`src/sv/gsm_pkg.sv`:
```
// Shared types, constants and the combined blur/Sobel kernel function.
// No dependencies; every file but the assertion macro header imports this package.
package gsm_pkg;

  localparam int DIM_W         = 13;
  localparam int PIX_W         = 24;
  localparam int RING_BITS     = 4;
  localparam int ACC_W         = 21;
  localparam int SQ_W          = 42;
  localparam int DREM_W        = 17;
  localparam int KW_W          = 13;
  localparam int NORM          = 273;
  localparam int SAT_LIMIT     = 256 * NORM;
  localparam int DEF_MAX_WIDTH = 4096;
  localparam int CFG_IDX_W     = 2;

  // Division by the norm as a reciprocal multiply: (r * RECIP_K) >> RECIP_SH
  // equals floor(r / 273) for every r below 123817, which covers all roots
  // that are not saturated.
  localparam int                 RECIP_W  = 17;
  localparam int                 RECIP_SH = 25;
  localparam logic [RECIP_W-1:0] RECIP_K  = 17'd122911;

  localparam logic [DIM_W-1:0]     RST_WIDTH  = 13'd640;
  localparam logic [DIM_W-1:0]     RST_HEIGHT = 13'd480;
  localparam logic [CFG_IDX_W-1:0] REG_WIDTH  = 2'd0;
  localparam logic [CFG_IDX_W-1:0] REG_HEIGHT = 2'd1;

  // 5x5 Gaussian taps, row major.
  localparam int GAUSS [25] = '{1, 4, 7, 4, 1,
                                4, 16, 26, 16, 4,
                                7, 26, 41, 26, 7,
                                4, 16, 26, 16, 4,
                                1, 4, 7, 4, 1};

  // One result job handed from the front end to the back end.
  typedef struct packed {
    logic [DIM_W-1:0] col;
    logic [DIM_W-1:0] row;
    logic             row_end;
    logic             frame_end;
  } job_t;

  typedef enum logic [2:0] {
    BK_IDLE,
    BK_FETCH,
    BK_SQH,
    BK_SQV,
    BK_ROOT,
    BK_SAT,
    BK_DIV,
    BK_OUT
  } back_state_t;

  // Weight of the 7x7 kernel that is the Sobel operator applied to the
  // Gaussian. col_ofs and row_ofs run 0..6 (offset plus three).
  function automatic logic signed [KW_W-1:0] kern_w(input logic [2:0] col_ofs,
                                                    input logic [2:0] row_ofs,
                                                    input logic vert);
    int acc;
    int i;
    int j;
    int s;
    acc = 0;
    for (int du = 0; du < 3; du++) begin
      for (int dv = 0; dv < 3; dv++) begin
        i = int'(col_ofs) - du;
        j = int'(row_ofs) - dv;
        if (i >= 0 && i < 5 && j >= 0 && j < 5) begin
          if (vert) s = (dv - 1) * ((du == 1) ? 2 : 1);
          else      s = (du - 1) * ((dv == 1) ? 2 : 1);
          acc += s * GAUSS[i * 5 + j];
        end
      end
    end
    return KW_W'(acc);
  endfunction

endpackage

```
`src/sv/gsm_job_queue.sv`:
```
// Two-entry queue of result jobs between the front and back ends.
// Depends on gsm_pkg.
module gsm_job_queue import gsm_pkg::*; (
  input  logic clk,
  input  logic rst_n,
  input  logic push,
  input  job_t push_job,
  input  logic pop,
  output job_t head,
  output logic full,
  output logic empty
);

  job_t       slot_r [2];
  logic       wptr_r, wptr_nxt;
  logic       rptr_r, rptr_nxt;
  logic [1:0] cnt_r, cnt_nxt;

  always_comb begin
    wptr_nxt = push ? ~wptr_r : wptr_r;
    rptr_nxt = pop ? ~rptr_r : rptr_r;
    cnt_nxt  = cnt_r + 2'(push) - 2'(pop);
  end

  // Pointers and fill count.
  always_ff @(posedge clk) begin
    if (!rst_n) begin
      wptr_r <= 1'b0;
      rptr_r <= 1'b0;
      cnt_r  <= 2'd0;
    end else begin
      wptr_r <= wptr_nxt;
      rptr_r <= rptr_nxt;
      cnt_r  <= cnt_nxt;
    end
  end

  // Entry storage.
  always_ff @(posedge clk) begin
    if (push) slot_r[wptr_r] <= push_job;
  end

  assign head  = slot_r[rptr_r];
  assign full  = cnt_r[1];
  assign empty = (cnt_r == 2'd0);

endmodule

```
`config.mk`:
```
export PLATFORM = sky130hd
export DESIGN_NAME = gsm_job_queue
export DESIGN_NICKNAME = d
export VERILOG_FILES = /design/src/sv/gsm_pkg.sv /design/src/sv/gsm_job_queue.sv
export SDC_FILE = /design/constraint.sdc
export NUM_CORES = 1
export LEC_CHECK = 0
export ABC_AREA = 0
export BUFFER_PORTS_ARGS = -buffer_cell sky130_fd_sc_hd__buf_2
export CAP_MARGIN = 15
export CORE_MARGIN = 1
export CORE_UTILIZATION = 45
export DETAILED_ROUTE_END_ITERATION = 12
export GPL_ROUTABILITY_DRIVEN = 0
export PLACE_DENSITY = 0.7
export SLEW_MARGIN = 10
export SYNTH_ARGS = -nofsm -noshare
export SYNTH_HDL_FRONTEND = slang
export SYNTH_SLANG_ARGS = --single-unit
```
`constraint.sdc`:
```
create_clock -name clk -period 2.35 [get_ports clk]
set_input_delay 0.1175 -clock clk [delete_from_list [all_inputs] [get_ports clk]]
set_output_delay 0.1175 -clock clk [all_outputs]
set_load 0.005 [all_outputs]
```
Word level (Yosys, flattened, before mapping). Memories as Yosys holds them, arrays and structs flattened. A register that Yosys moved wholly into a read port is not among the register bits. Index checks and enable logic that the tools add are counted.

Register bits after elaboration: 4. Bits in latches: 0. Memory bits (writable): 56. Bits in read-only memories: 0. Output and inout bits: 30. Word-level logic and storage cells: 13. Memories kept: 1.

Memory list: slot_r (words 2, bits a word 28, rd ports 1, clocked after Yosys merged registers in 1, wr ports 1, RTL line gsm_job_queue.sv:14) `job_t slot_r [2];`.

Add/sub/neg operators: 2. Multipliers: 0. Div/mod/pow operators: 0. Order comparisons: 0. Equal/unequal tests: 0. Shifts and indexed selects: 0. Mux-type cells: 4. Bitwise logic cells: 2. Reduce and logical (&&, ||, !) cells: 1.

Operators with widths (number): two-way mux 1 bit (4); adder 2 x 1 -> 2 bit (1); zero test 2 bit (1); NOT 1 bit (2); subtractor 2 x 1 -> 2 bit (1).

Longest topological paths before layout.
Depth in word-level cells: 3. Mapped depth: 6. Depth with buffers taken out: 6.

Worst setup path after synthesis. No wires, ideal clock.

Path type: register -> register. Start: reg wptr_r. End: mem slot_r[0][0] (netlist name), enable pin. Data arrival time: 1602 ps. Required time: 1932 ps. Setup slack: 331 ps. Stages on the path, launching flop included: 2. Buffers on the path: 0. Clock period less this slack: 2019 ps. Cells stage by stage: dfxtp_1 -> nor2b_1.

RTL lines: start: declaration (RTL line gsm_job_queue.sv:15) `logic wptr_r, wptr_nxt;`; start signal: assignment (RTL line gsm_job_queue.sv:32) `wptr_r <= wptr_nxt;`; end: declaration (RTL line gsm_job_queue.sv:14).

Straight into the memory's write port.

==> flow_summary.toml <==
[worst_setup_path]
rr_endpoint = "slot_r[0][25]"
cp.required_ns = 2.23
cpMaxStageDelayCell = "buf_4"
cp-end-kind = "output port"
slowest_delay_ns = 0.40
crit-reg2reg-launch = "wptr_r"
reg2reg_depth = 2
crit_arrival_ns = 1.65
reg2reg_slack_ns = 1.02
path_cells = "buf_4, mux2_2, buf_2"
path_max_fanout = 24
start_kind = "register"
critPathKind = "reg2out"

[synth]
synth_nets = 141
synth_fa_ha_area_share_pct = 1.07
synth_top_family_by_area = "multiplexers"
ys_types = 14
ys_warn_count = 0
synthMuxAreaShare_pct = 16.7
synth_xor_area_share_pct = 1.34
synth_compound_area_share_pct = 0.321
ys_ff_latch = 61
yosys.area.top_type = "edfxtp_1"
syn_avg_cell_area_sq_um = 21.9
synth_area_sq_mm = 0.00234
synth_simple_gate_area_share_pct = 2.03
yosysSeqAreaShare_pct = 76.1
yosys-top-cells-area = "edfxtp_1 72%, mux2_4 13%, dfxtp_1 4.3%"
synthCells = 107
synth_top_area_share_pct = 71.8

[placed_design]
placement.io_buffers = 61
dp_hpwl_um = 2480
placed_area_sq_mm = 0.00271
dp_worst_setup_slack_ns = 0.911

[min_path]
min_to = "rptr_r"
min_from = "rst_n"
hold_class = "in2reg"
hold_depth = 2

[layout]
diodes = 0
final_layout_size_suffix_gt1_share_pct = 49.3
final_cell_mix = "61 x buf_2, 56 x edfxtp_1, 28 x dlygate4sd3_1"
fin_area_sq_mm = 0.00315
syn_to_final_growth_pct = 34.3
final_common_cell = "buf_2"
num-nets-final = 242

[routing]
drt_pre_antenna_iters = 4
antenna_left = 0
drt_wl_total_um = 3840
avgRoutedWirePerCell_um = 13.7
num_vias = 1258
drc = 0
vias_per_cell = 4.49
initialDrtViolationCount = 68

[global_route]
grt_use_total_pct = 15.5
grt_pass1_vias = 1264
grt_start_max_net_pins = 25
antenna_found_initial = 0
gr-total-overflow = 0
grt_pass1_wl_um = 5780

[cts]
holdBufCountCts = 28
clkTransAtPathRegs_ns = 0.06
cts_sinks = 61
cts-buffers-inserted = 9
cts_max_path_buffers = 2
cts_tree = "done"
cts_setup_buffers = 0
htreeDepth = 3
post_cts_resized = 0
root_buffer = "clkbuf_8"
clkLatencyLatePin_ns = 0.32

[die]
num_rows = 25
core_sq_mm = 0.00488
die_width_um = 74.1
start_util_pct = 48.0
chipHeight_um = 74.1
die_area_sq_mm = 0.00550
ioPinCount = 62

[timing]
finalHoldViolCount = 0
finClkSkew_ns = 0.00539
setup_viol = 0
tns_ns = 0
fmax_mhz = 566
fin_hold_ws_ns = 0.0565
finalCriticalPeriod_ns = 1.77
final_max_slew_viol_count = 0
rsz0062_at_grt = "false"
period_share_pct = 75.2
setup_slack_ns = 0.584
tightest_slew_ns = 0.422
slew_headroom_pct = 71.9

[power]
p_int_mw = 1.82
powerDensity_mw_per_mm2 = 733
pwr-share-comb_pct = 13.2
ir_drop_v = 0.000447
swShare_pct = 21.2
leakage_nw = 1.27
clkPwrFrac_pct = 31.4
power.switching_uw = 489
seqPwrFrac_pct = 55.4

[job]
maxCapViolations = 0

[outcome]
status = "complete, no violations"
[power groups by stage]
stage	registers, mW	logic (mW)	clock network (mW)
3_3_place_gp	1.30	0.266	0
4_1_cts	1.28	0.312	0.751
5_1_grt	1.28	0.336	0.797
3_5_place_dp	1.30	0.275	0
6_report	1.28	0.305	0.725
2_1_floorplan	1.29	0.178	0
[critical path, delay by kind of cell, from the launching register on]
| kind | cells | cell delay, ns |
|---|---|---|
| DFF | 1 | 0.39 |
| muxes | 1 | 0.40 |
| buffers and inverters | 2 | 0.53 |
[routing by layer]
metal | GRT usage, % | routed length, um | vias up
li1 | - | - | 611
met2 | 25.9 | 1990 | 40
met4 | 10.3 | 82 | 0
met1 | 17.1 | 1590 | 599
met3 | 5.01 | 179 | 8
met5 | 0 | 0 | -
[logic make-up after synthesis]
| logic type | count (synthesis) |
|---|---|
| DFF | 61 |
| buffers and inverters | 5 |
| and+or+nand+nor | 8 |
| xor gates and xnor gates | 2 |
| adders and majority gates | 2 |
| AOI/OAI and AO/OA | 1 |
| muxes | 28 |
[worst max path at each step]
| stage | from | to | slack [ns] |
|---|---|---|---|
| after detailed placement | register | head[0] | 0.91 |
| after floorplan | wptr_r | slot_r[0][0] | 0.33 |
| after global routing | register | head[0] | 0.50 |
| after CTS | register | head[0] | 0.54 |
| after global placement | register | head[3] | 0.96 |
| final | register | head[0] | 0.58 |
[synth_stat cells]
cell,count
mux2_2,8
inv_1,2
ha_1,2
dfxtp_1,5
buf_12,2
xnor3_1,1
and2_1,4
buf_6,1
xor2_1,1
mux2_4,20
nor2_1,1
nor2b_1,3
o21a_1,1
edfxtp_1,56
[cell type report]
| type | count | area [sq um] |
|---|---|---|
| Tap cell | 67 | 83.8 |
| Multi-Input combinational cell | 41 | 504 |
| Timing Repair Buffer | 93 | 616 |
| Sequential cell | 61 | 1780 |
| Fill cell | 375 | 1730 |
| Clock buffer | 13 | 139 |
| Inverter | 2 | 7.51 |
| Clock inverter | 3 | 12.5 |
[through the flow]
step                      utilization [%]  power, mW  instances
after floorplan                         -       1.47        107
after global placement               55.6       1.56        236
after detailed placement             55.6       1.58        236
after CTS                            64.5       2.34        280
after global routing                 64.5       2.42        280
final                                64.5       2.31        280
[registers in the layout, indices dropped and copies added, names as in the netlist, named ones only]
name    count
slot_r     56
cnt_r       2
rptr_r      1
wptr_r      1
No activity file was read; power rests on OpenSTA's default activity.
