### src/sv/gsm_pkg.sv
// Shared types, constants and the combined blur/Sobel kernel function.
// No dependencies; every file but the assertion macro header imports this package.
package gsm_pkg;

  localparam int DIM_W         = 13;
  localparam int PIX_W         = 24;
  localparam int RING_BITS     = 4;
  localparam int ACC_W         = 21;
  localparam int SQ_W          = 42;
  localparam int DREM_W        = 17;
  localparam int KW_W          = 13;
  localparam int NORM          = 273;
  localparam int SAT_LIMIT     = 256 * NORM;
  localparam int DEF_MAX_WIDTH = 4096;
  localparam int CFG_IDX_W     = 2;

  // Division by the norm as a reciprocal multiply: (r * RECIP_K) >> RECIP_SH
  // equals floor(r / 273) for every r below 123817, which covers all roots
  // that are not saturated.
  localparam int                 RECIP_W  = 17;
  localparam int                 RECIP_SH = 25;
  localparam logic [RECIP_W-1:0] RECIP_K  = 17'd122911;

  localparam logic [DIM_W-1:0]     RST_WIDTH  = 13'd640;
  localparam logic [DIM_W-1:0]     RST_HEIGHT = 13'd480;
  localparam logic [CFG_IDX_W-1:0] REG_WIDTH  = 2'd0;
  localparam logic [CFG_IDX_W-1:0] REG_HEIGHT = 2'd1;

  // 5x5 Gaussian taps, row major.
  localparam int GAUSS [25] = '{1, 4, 7, 4, 1,
                                4, 16, 26, 16, 4,
                                7, 26, 41, 26, 7,
                                4, 16, 26, 16, 4,
                                1, 4, 7, 4, 1};

  // One result job handed from the front end to the back end.
  typedef struct packed {
    logic [DIM_W-1:0] col;
    logic [DIM_W-1:0] row;
    logic             row_end;
    logic             frame_end;
  } job_t;

  typedef enum logic [2:0] {
    BK_IDLE,
    BK_FETCH,
    BK_SQH,
    BK_SQV,
    BK_ROOT,
    BK_SAT,
    BK_DIV,
    BK_OUT
  } back_state_t;

  // Weight of the 7x7 kernel that is the Sobel operator applied to the
  // Gaussian. col_ofs and row_ofs run 0..6 (offset plus three).
  function automatic logic signed [KW_W-1:0] kern_w(input logic [2:0] col_ofs,
                                                    input logic [2:0] row_ofs,
                                                    input logic vert);
    int acc;
    int i;
    int j;
    int s;
    acc = 0;
    for (int du = 0; du < 3; du++) begin
      for (int dv = 0; dv < 3; dv++) begin
        i = int'(col_ofs) - du;
        j = int'(row_ofs) - dv;
        if (i >= 0 && i < 5 && j >= 0 && j < 5) begin
          if (vert) s = (dv - 1) * ((du == 1) ? 2 : 1);
          else      s = (du - 1) * ((dv == 1) ? 2 : 1);
          acc += s * GAUSS[i * 5 + j];
        end
      end
    end
    return KW_W'(acc);
  endfunction

endpackage

### src/sv/gsm_front.sv
// Front end: accepts beats, stores pixels, tracks positions, issues jobs.
// Depends on gsm_pkg.
module gsm_front import gsm_pkg::*; #(
  parameter int MAX_WIDTH = DEF_MAX_WIDTH,
  parameter int AW        = RING_BITS + $clog2(MAX_WIDTH)
) (
  input  logic             clk,
  input  logic             rst_n,
  input  logic [DIM_W-1:0] eff_w,
  input  logic [DIM_W-1:0] eff_h,
  input  logic             cfg_clr,
  input  logic             in_valid,
  input  logic             in_action,
  input  logic [7:0]       in_sample_a,
  input  logic [7:0]       in_sample_b,
  input  logic [7:0]       in_sample_c,
  output logic             in_stall,
  output logic             push,
  output job_t             push_job,
  input  logic             q_full,
  input  logic             q_empty,
  input  logic             back_idle,
  output logic             wr_en,
  output logic [AW-1:0]    wr_addr,
  output logic [PIX_W-1:0] wr_data
);

  localparam int CW = $clog2(MAX_WIDTH);
  localparam int GW = CW + 3;

  logic [DIM_W-1:0] in_col_r, in_col_nxt, in_row_r, in_row_nxt;
  logic [DIM_W-1:0] out_col_r, out_col_nxt, out_row_r, out_row_nxt;
  logic [GW-1:0]    gap_r, gap_nxt, gap_inc, thr;
  logic             wait_r, wait_nxt;
  logic             accept, input_done, is_pixel, emit, last, row_end;

  // Classify the beat.
  always_comb begin
    accept     = in_valid && !in_stall;
    input_done = (in_row_r >= eff_h);
    is_pixel   = !in_action && !input_done;
    gap_inc    = gap_r + GW'(1);
    thr        = GW'(eff_w) + GW'({eff_w, 1'b0}) + GW'(3);
    emit       = is_pixel ? (gap_inc > thr) : (input_done && (out_row_r < eff_h));
    row_end    = (out_col_r == eff_w - DIM_W'(1));
    last       = row_end && (out_row_r == eff_h - DIM_W'(1));
  end

  // Position counters and the frame-boundary wait.
  always_comb begin
    in_col_nxt  = in_col_r;
    in_row_nxt  = in_row_r;
    out_col_nxt = out_col_r;
    out_row_nxt = out_row_r;
    gap_nxt     = gap_r;
    wait_nxt    = wait_r && !(back_idle && q_empty);
    if (accept) begin
      if (is_pixel) begin
        gap_nxt = gap_inc;
        if (in_col_r + DIM_W'(1) >= eff_w) begin
          in_col_nxt = '0;
          in_row_nxt = in_row_r + DIM_W'(1);
        end else begin
          in_col_nxt = in_col_r + DIM_W'(1);
        end
      end
      if (emit) begin
        gap_nxt = gap_nxt - GW'(1);
        if (row_end) begin
          out_col_nxt = '0;
          out_row_nxt = out_row_r + DIM_W'(1);
        end else begin
          out_col_nxt = out_col_r + DIM_W'(1);
        end
        if (last) begin
          in_col_nxt  = '0;
          in_row_nxt  = '0;
          out_col_nxt = '0;
          out_row_nxt = '0;
          gap_nxt     = '0;
          wait_nxt    = 1'b1;
        end
      end
    end
    if (cfg_clr) begin
      in_col_nxt  = '0;
      in_row_nxt  = '0;
      out_col_nxt = '0;
      out_row_nxt = '0;
      gap_nxt     = '0;
      wait_nxt    = 1'b0;
    end
  end

  always_ff @(posedge clk) begin
    if (!rst_n) begin
      in_col_r  <= '0;
      in_row_r  <= '0;
      out_col_r <= '0;
      out_row_r <= '0;
      gap_r     <= '0;
      wait_r    <= 1'b0;
    end else begin
      in_col_r  <= in_col_nxt;
      in_row_r  <= in_row_nxt;
      out_col_r <= out_col_nxt;
      out_row_r <= out_row_nxt;
      gap_r     <= gap_nxt;
      wait_r    <= wait_nxt;
    end
  end

  // Outputs to the line store, the queue and the input channel.
  assign in_stall           = q_full || wait_r;
  assign wr_en              = accept && is_pixel;
  assign wr_addr            = {in_row_r[RING_BITS-1:0], in_col_r[CW-1:0]};
  assign wr_data            = {in_sample_c, in_sample_b, in_sample_a};
  assign push               = accept && emit;
  assign push_job.col       = out_col_r;
  assign push_job.row       = out_row_r;
  assign push_job.row_end   = row_end;
  assign push_job.frame_end = last;

endmodule

### config.mk
export PLATFORM = sky130hd
export DESIGN_NAME = gsm_front
export DESIGN_NICKNAME = d
export VERILOG_FILES = /design/src/sv/gsm_pkg.sv /design/src/sv/gsm_front.sv
export SDC_FILE = /design/constraint.sdc
export NUM_CORES = 1
export LEC_CHECK = 0
export ABC_AREA = 1
export BUFFER_PORTS_ARGS = -buffer_cell sky130_fd_sc_hd__buf_2
export CORE_MARGIN = 4
export CORE_UTILIZATION = 35
export DETAILED_ROUTE_END_ITERATION = 16
export PLACE_DENSITY = 0.63
export SLEW_MARGIN = 20
export SYNTH_ARGS = -nofsm -noshare
export SYNTH_HDL_FRONTEND = slang
export SYNTH_SLANG_ARGS = --single-unit
export TNS_END_PERCENT = 10
### constraint.sdc
create_clock -name clk -period 5.95 [get_ports clk]
set_input_delay 1.19 -clock clk [delete_from_list [all_inputs] [get_ports clk]]
set_output_delay 1.19 -clock clk [all_outputs]
set_load 0.05 [all_outputs]
# Yosys cells after proc, flatten, opt, wreduce, memory -nomap -nowiden
# Index checks and enable logic that the tools add are counted.
[classes] multipliers=0 add_sub_neg=10 n_shift=0 n_div=0 reduce_logical=17 n_mux=20 eq_ne=2 n_bitwise=1 magnitude_cmp=4
[ops] cell="13-bit 2-to-1 mux" count=12
[ops] cell="15-bit 2-to-1 mux" count=4
[ops] cell="13-bit by 1-bit adder with 13-bit output, second input constant" count=4
[ops] cell="13-bit == test" count=2
[ops] cell="13-bit greater-or-equal comparator" count=2
[ops] cell="13-bit by 1-bit subtractor with 13-bit output, second input constant" count=2
[ops] cell="13-bit by 14-bit adder with 15-bit output" count=1
[ops] cell="15-bit by 1-bit adder with 15-bit output, second input constant" count=1
[ops] cell="15-bit by 2-bit adder with 15-bit output, second input constant" count=1
[ops] cell="15-bit > comparator" count=1
[ops] cell="15-bit by 1-bit subtractor with 15-bit output, second input constant" count=1
[ops] cell="13-bit less-than comparator" count=1
[ops] cell="1-bit logical AND" count=8
[ops] cell="1-bit logical NOT" count=4
[ops] cell="1-bit 2-to-1 mux" count=4
[ops] cell="3-bit AND reduction" count=1
[ops] cell="2-bit AND reduction" count=1
[ops] cell="2-bit nonzero test" count=1
[ops] cell="2-bit OR reduction" count=1
[ops] cell="1-bit logical OR" count=1
[ops] cell="1-bit NOT" count=1
[word_totals] latch_bits=0 n_memories=0 regBits=68 inputBits=58 ramBits=0 output_inout_bits=71 elab_cells=60 romBits=0

# Longest topological paths before layout
[logic_depth] word_depth=8 depth_mapped=31 depth_no_buf=30

# Worst setup path after synthesis
# OpenSTA, ideal clock, no wires.
[synth_timing] path_type="input -> output" from="input port eff_w[3]" to="output port push" setup_slack_ns=0.479 n_path_buf=0 t_arrival_ns=4.281 stages=25 required_time_ns=4.760 cell_sequence="inv_1 -> ha_1 -> ha_1 -> a21oi_1 -> o21ai_1 -> nand2_1 -> nand2_1 -> a21oi_1 -> nor2_1 -> nand2_1 -> nand2_1 -> a21boi_1 -> o21ai_0 -> xnor2_1 -> ha_1 -> nand3_1 -> nor2_1 -> nand3_1 -> nor2_1 -> nand2_1 -> nand2_1 -> nand2_1 -> nand2_1 -> nand2_2 -> nor2_4"
[synth_between] elab_chain_len=5
[synth_rtl] item="start, declared" line_no="gsm_front.sv:9" source="input logic [DIM_W-1:0] eff_w,"
[synth_rtl] item="13-bit by 14-bit adder with 15-bit output" line_no="gsm_front.sv:43" source="thr = GW'(eff_w) + GW'({eff_w, 1'b0}) + GW'(3);"
[synth_rtl] item="15-bit by 2-bit adder with 15-bit output" line_no="gsm_front.sv:43"
[synth_rtl] item="15-bit > comparator" line_no="gsm_front.sv:44" source="emit = is_pixel ? (gap_inc > thr) : (input_done && (out_row_r < eff_h));"
[synth_rtl] item="1-bit 2-to-1 mux" line_no="gsm_front.sv:44"
[synth_rtl] item="1-bit logical AND" line_no="gsm_front.sv:118" source="assign push = accept && emit;"
[synth_rtl] item="end, declared" line_no="gsm_front.sv:18" source="output logic push,"
# No other way between the ends.

# Final worst setup path
[layout_timing] from="input port eff_w[5]" to="output port push"
# Same word-level chain as after synthesis.

==> results.sh <==
export IMPL_finalHoldViolCount=0
export IMPL_syn2layout_area_growth_pct=11.3
export IMPL_min_delay_start="in_col_r[4]"
export IMPL_synth_edf_count=0
export IMPL_cts_root_buf="clkbuf_16"
export IMPL_max_clock_path_buffers=2
export IMPL_hp_class="reg2reg"
export IMPL_post_route_period_util=0.953
export IMPL_grt_pass1_wl_um=35200
export IMPL_synth_distinct_cells=52
export IMPL_clock_sinks=68
export IMPL_diodes=0
export IMPL_p_seq_frac=0.334
export IMPL_crit_type="in2out"
export IMPL_dpl_hpwl_um=17600
export IMPL_cts_made_buffers=9
export IMPL_insertion_delay_ns=0.35
export IMPL_pwr_share_comb=0.253
export IMPL_die_x_um=159
export IMPL_crit_path_start="eff_w[5]"
export IMPL_ys_ff_latch=68
export IMPL_powerDensity_nw_per_um2=155
export IMPL_syn_nets=1379
export IMPL_grt_max_degree=35
export IMPL_internal_power_mw=0.931
export IMPL_post_route_cells_drive_above_1_share=0.176
export IMPL_layout_commonest_cell="nand2_1"
export IMPL_wirelength_um=21600
export IMPL_core_area_um2=22600
export IMPL_drv_slew=0
export IMPL_syn_inst=1221
export IMPL_crit_arrival_ns=4.48
export IMPL_ys_warn_count=0
export IMPL_drt_iter0_drc=565
export IMPL_crit_path_max_fanout=4
export IMPL_r2r_start="gap_r[0]"
export IMPL_setup_tns_final_ns=0
export IMPL_overflow=0
export IMPL_cap_violations=0
export IMPL_status="complete, no violations"
export IMPL_dp_cells=1539
export IMPL_final_cells=1557
export IMPL_netlist_area_um2=8000
export IMPL_p_sw_mw=0.448
export IMPL_chipHeight_um=159
export IMPL_syn_avg_cell_area_um2=6.55
export IMPL_clkPwrFrac=0.414
export IMPL_clock_skew_ns=0.00798
export IMPL_worst_pin_slew_ns=0.846
export IMPL_cp_start_kind="primary input"
export IMPL_timing_final_crit_period_ns=5.67
export IMPL_vias_per_cell=5.01
export IMPL_dr_pass1_iters=6
export IMPL_cts_clk_slew_worst_paths_ns=0.06
export IMPL_layout_nets=1425
export IMPL_hold_buffers=0
export IMPL_row_count=55
export IMPL_initial_core_util=0.354
export IMPL_synthArstFlopShare=0
export IMPL_cp_required_ns=4.76
export IMPL_nFillCells=2418
export IMPL_finalSetupViolCount=0
export IMPL_p_leak_nw=4.22
export IMPL_io_buffers=80
export IMPL_cp_slowest_stage_delay_ns=0.32
export IMPL_crit_slowest_cell="ha_1"
export IMPL_track_usage=0.167
export IMPL_relSlewSlack=0.435
export IMPL_final_cell_mix="301 x nand2_1, 139 x inv_1, 91 x ha_1"
export IMPL_vdd_drop_max_mv=0.150
export IMPL_endpoint_kind="output pin"
export IMPL_p_sw_frac=0.325
export IMPL_drc=0
export IMPL_utilization=0.395
export IMPL_ys_flop_type="dfxtp_1"
export IMPL_io_pins=129
export IMPL_fmax_mhz=176
export IMPL_vias=7799
export IMPL_tritoncts="done"
export IMPL_antenna_found_initial=1
export IMPL_gp_congestion=0.928
export IMPL_die_area_um2=25300
export IMPL_drt_antenna_violating_nets=0
export IMPL_wl_per_cell_um=13.9
export IMPL_first_global_vias=7166
export IMPL_crit_top_cell="nand2_1"
export IMPL_yosysSeqAreaShare=0.170
export IMPL_h_tree_depth=3
export IMPL_total_power_mw=1.38
## sequential cells by signal, indices dropped and copies added, names as in the netlist
signal and count:
wait_r 1, out_col_r 13, in_col_r 13, in_row_r 13, gap_r 15, out_row_r 13
## power groups by stage
stage	Combinational, mW	Sequential, mW	Clock [mW]
after floorplan	0.279	0.469	0
after global placement	0.315	0.470	0
after detailed placement	0.318	0.470	0
after CTS	0.320	0.460	0.587
after global routing	0.392	0.460	0.602
final	0.348	0.460	0.570
## routing by layer
metal | up-vias | global-route usage | routed length (um)
li1 | 4048 | - | -
met1 | 3520 | 0.215 | 10000
met2 | 194 | 0.281 | 10200
met3 | 35 | 0.0373 | 1000
met4 | 2 | 0.0465 | 459
met5 | - | 0 | 7
## cell usage after synthesis (2+ instances only)
master | count | area, um^2
o21ai_2 | 9 | 78.8
nand2_4 | 2 | 22.5
nor2_4 | 11 | 124
nand3_4 | 3 | 52.6
a21oi_4 | 2 | 32.5
buf_2 | 4 | 20.0
or2_1 | 3 | 18.8
buf_6 | 4 | 45.0
nand3_2 | 5 | 50.1
nor3b_1 | 7 | 52.6
nor4_1 | 4 | 25.0
nand2_2 | 25 | 156
clkbuf_1 | 8 | 30.0
ha_1 | 100 | 1250
xnor2_1 | 18 | 158
inv_1 | 142 | 533
nor3_2 | 2 | 20.0
o21a_1 | 3 | 22.5
buf_4 | 45 | 338
nand3_1 | 65 | 325
nand2_1 | 301 | 1130
a21o_1 | 3 | 22.5
inv_2 | 14 | 52.6
a21oi_1 | 90 | 450
xor2_1 | 46 | 403
o211a_1 | 2 | 20.0
nand4_1 | 35 | 219
a31oi_1 | 2 | 12.5
nor2_2 | 9 | 56.3
nor3_1 | 29 | 145
nor2_1 | 90 | 338
dfxtp_1 | 68 | 1360
o21ai_1 | 5 | 25.0
o21ai_0 | 44 | 220
o21bai_1 | 2 | 15.0
o22ai_1 | 3 | 18.8
## timing repair
item                                    in CTS  in global routing
gates resized for setup                      0                 27
setup buffers                                0                  2
endpoints found under the setup margin       0                  1
## final timing paths
path                       end  slack (ns)  cells past startpoint
hold reg to reg    in_col_r[4]        0.49                      2
setup / recovery          push        0.28                     25
setup reg to reg  out_row_r[3]        2.17                     21
hold / removal     in_col_r[4]        0.49                      2
## cells by family (layout without fill, tap and decap cells)
group,count (synthesis),after routing,share of synthesized area
compound gates,171,171,0.121
flops,68,68,0.170
xor+xnor,64,64,0.0701
fa+ha+maj,100,100,0.156
buf+inv,219,270,0.130
simple gates,599,599,0.353
## per-stage QoR
stage / setup slack [ns] / instance area (um^2) / hold slack (ns)
after floorplan: 0.479 / 8000 / 0.443
after global routing: -0.0257 / 8910 / 0.525
after CTS: 0.00433 / 8730 / 0.489
final: 0.281 / 8910 / 0.491
after global placement: 0.0688 / 8420 / 0.474
after detailed placement: 0.00786 / 8420 / 0.480
## layout make-up
type                            instances  area [um^2]  area share
Clock buffer                           10          239      0.0268
Clock inverter                          6         71.3     0.00801
Inverter                              157          589      0.0662
Multi-Input combinational cell        934         5760       0.646
Sequential cell                        68         1360       0.153
Tap cell                              285          357      0.0400
Timing Repair Buffer                   97          534      0.0600
## worst max-delay path, delay by kind of cell
family          cells  cell delay, ns
simple gates       12            1.13
compound gates      6            0.73
buf+inv             4            0.48
fa+ha+maj           3            0.93
No activity file was read; power rests on OpenSTA's default activity.
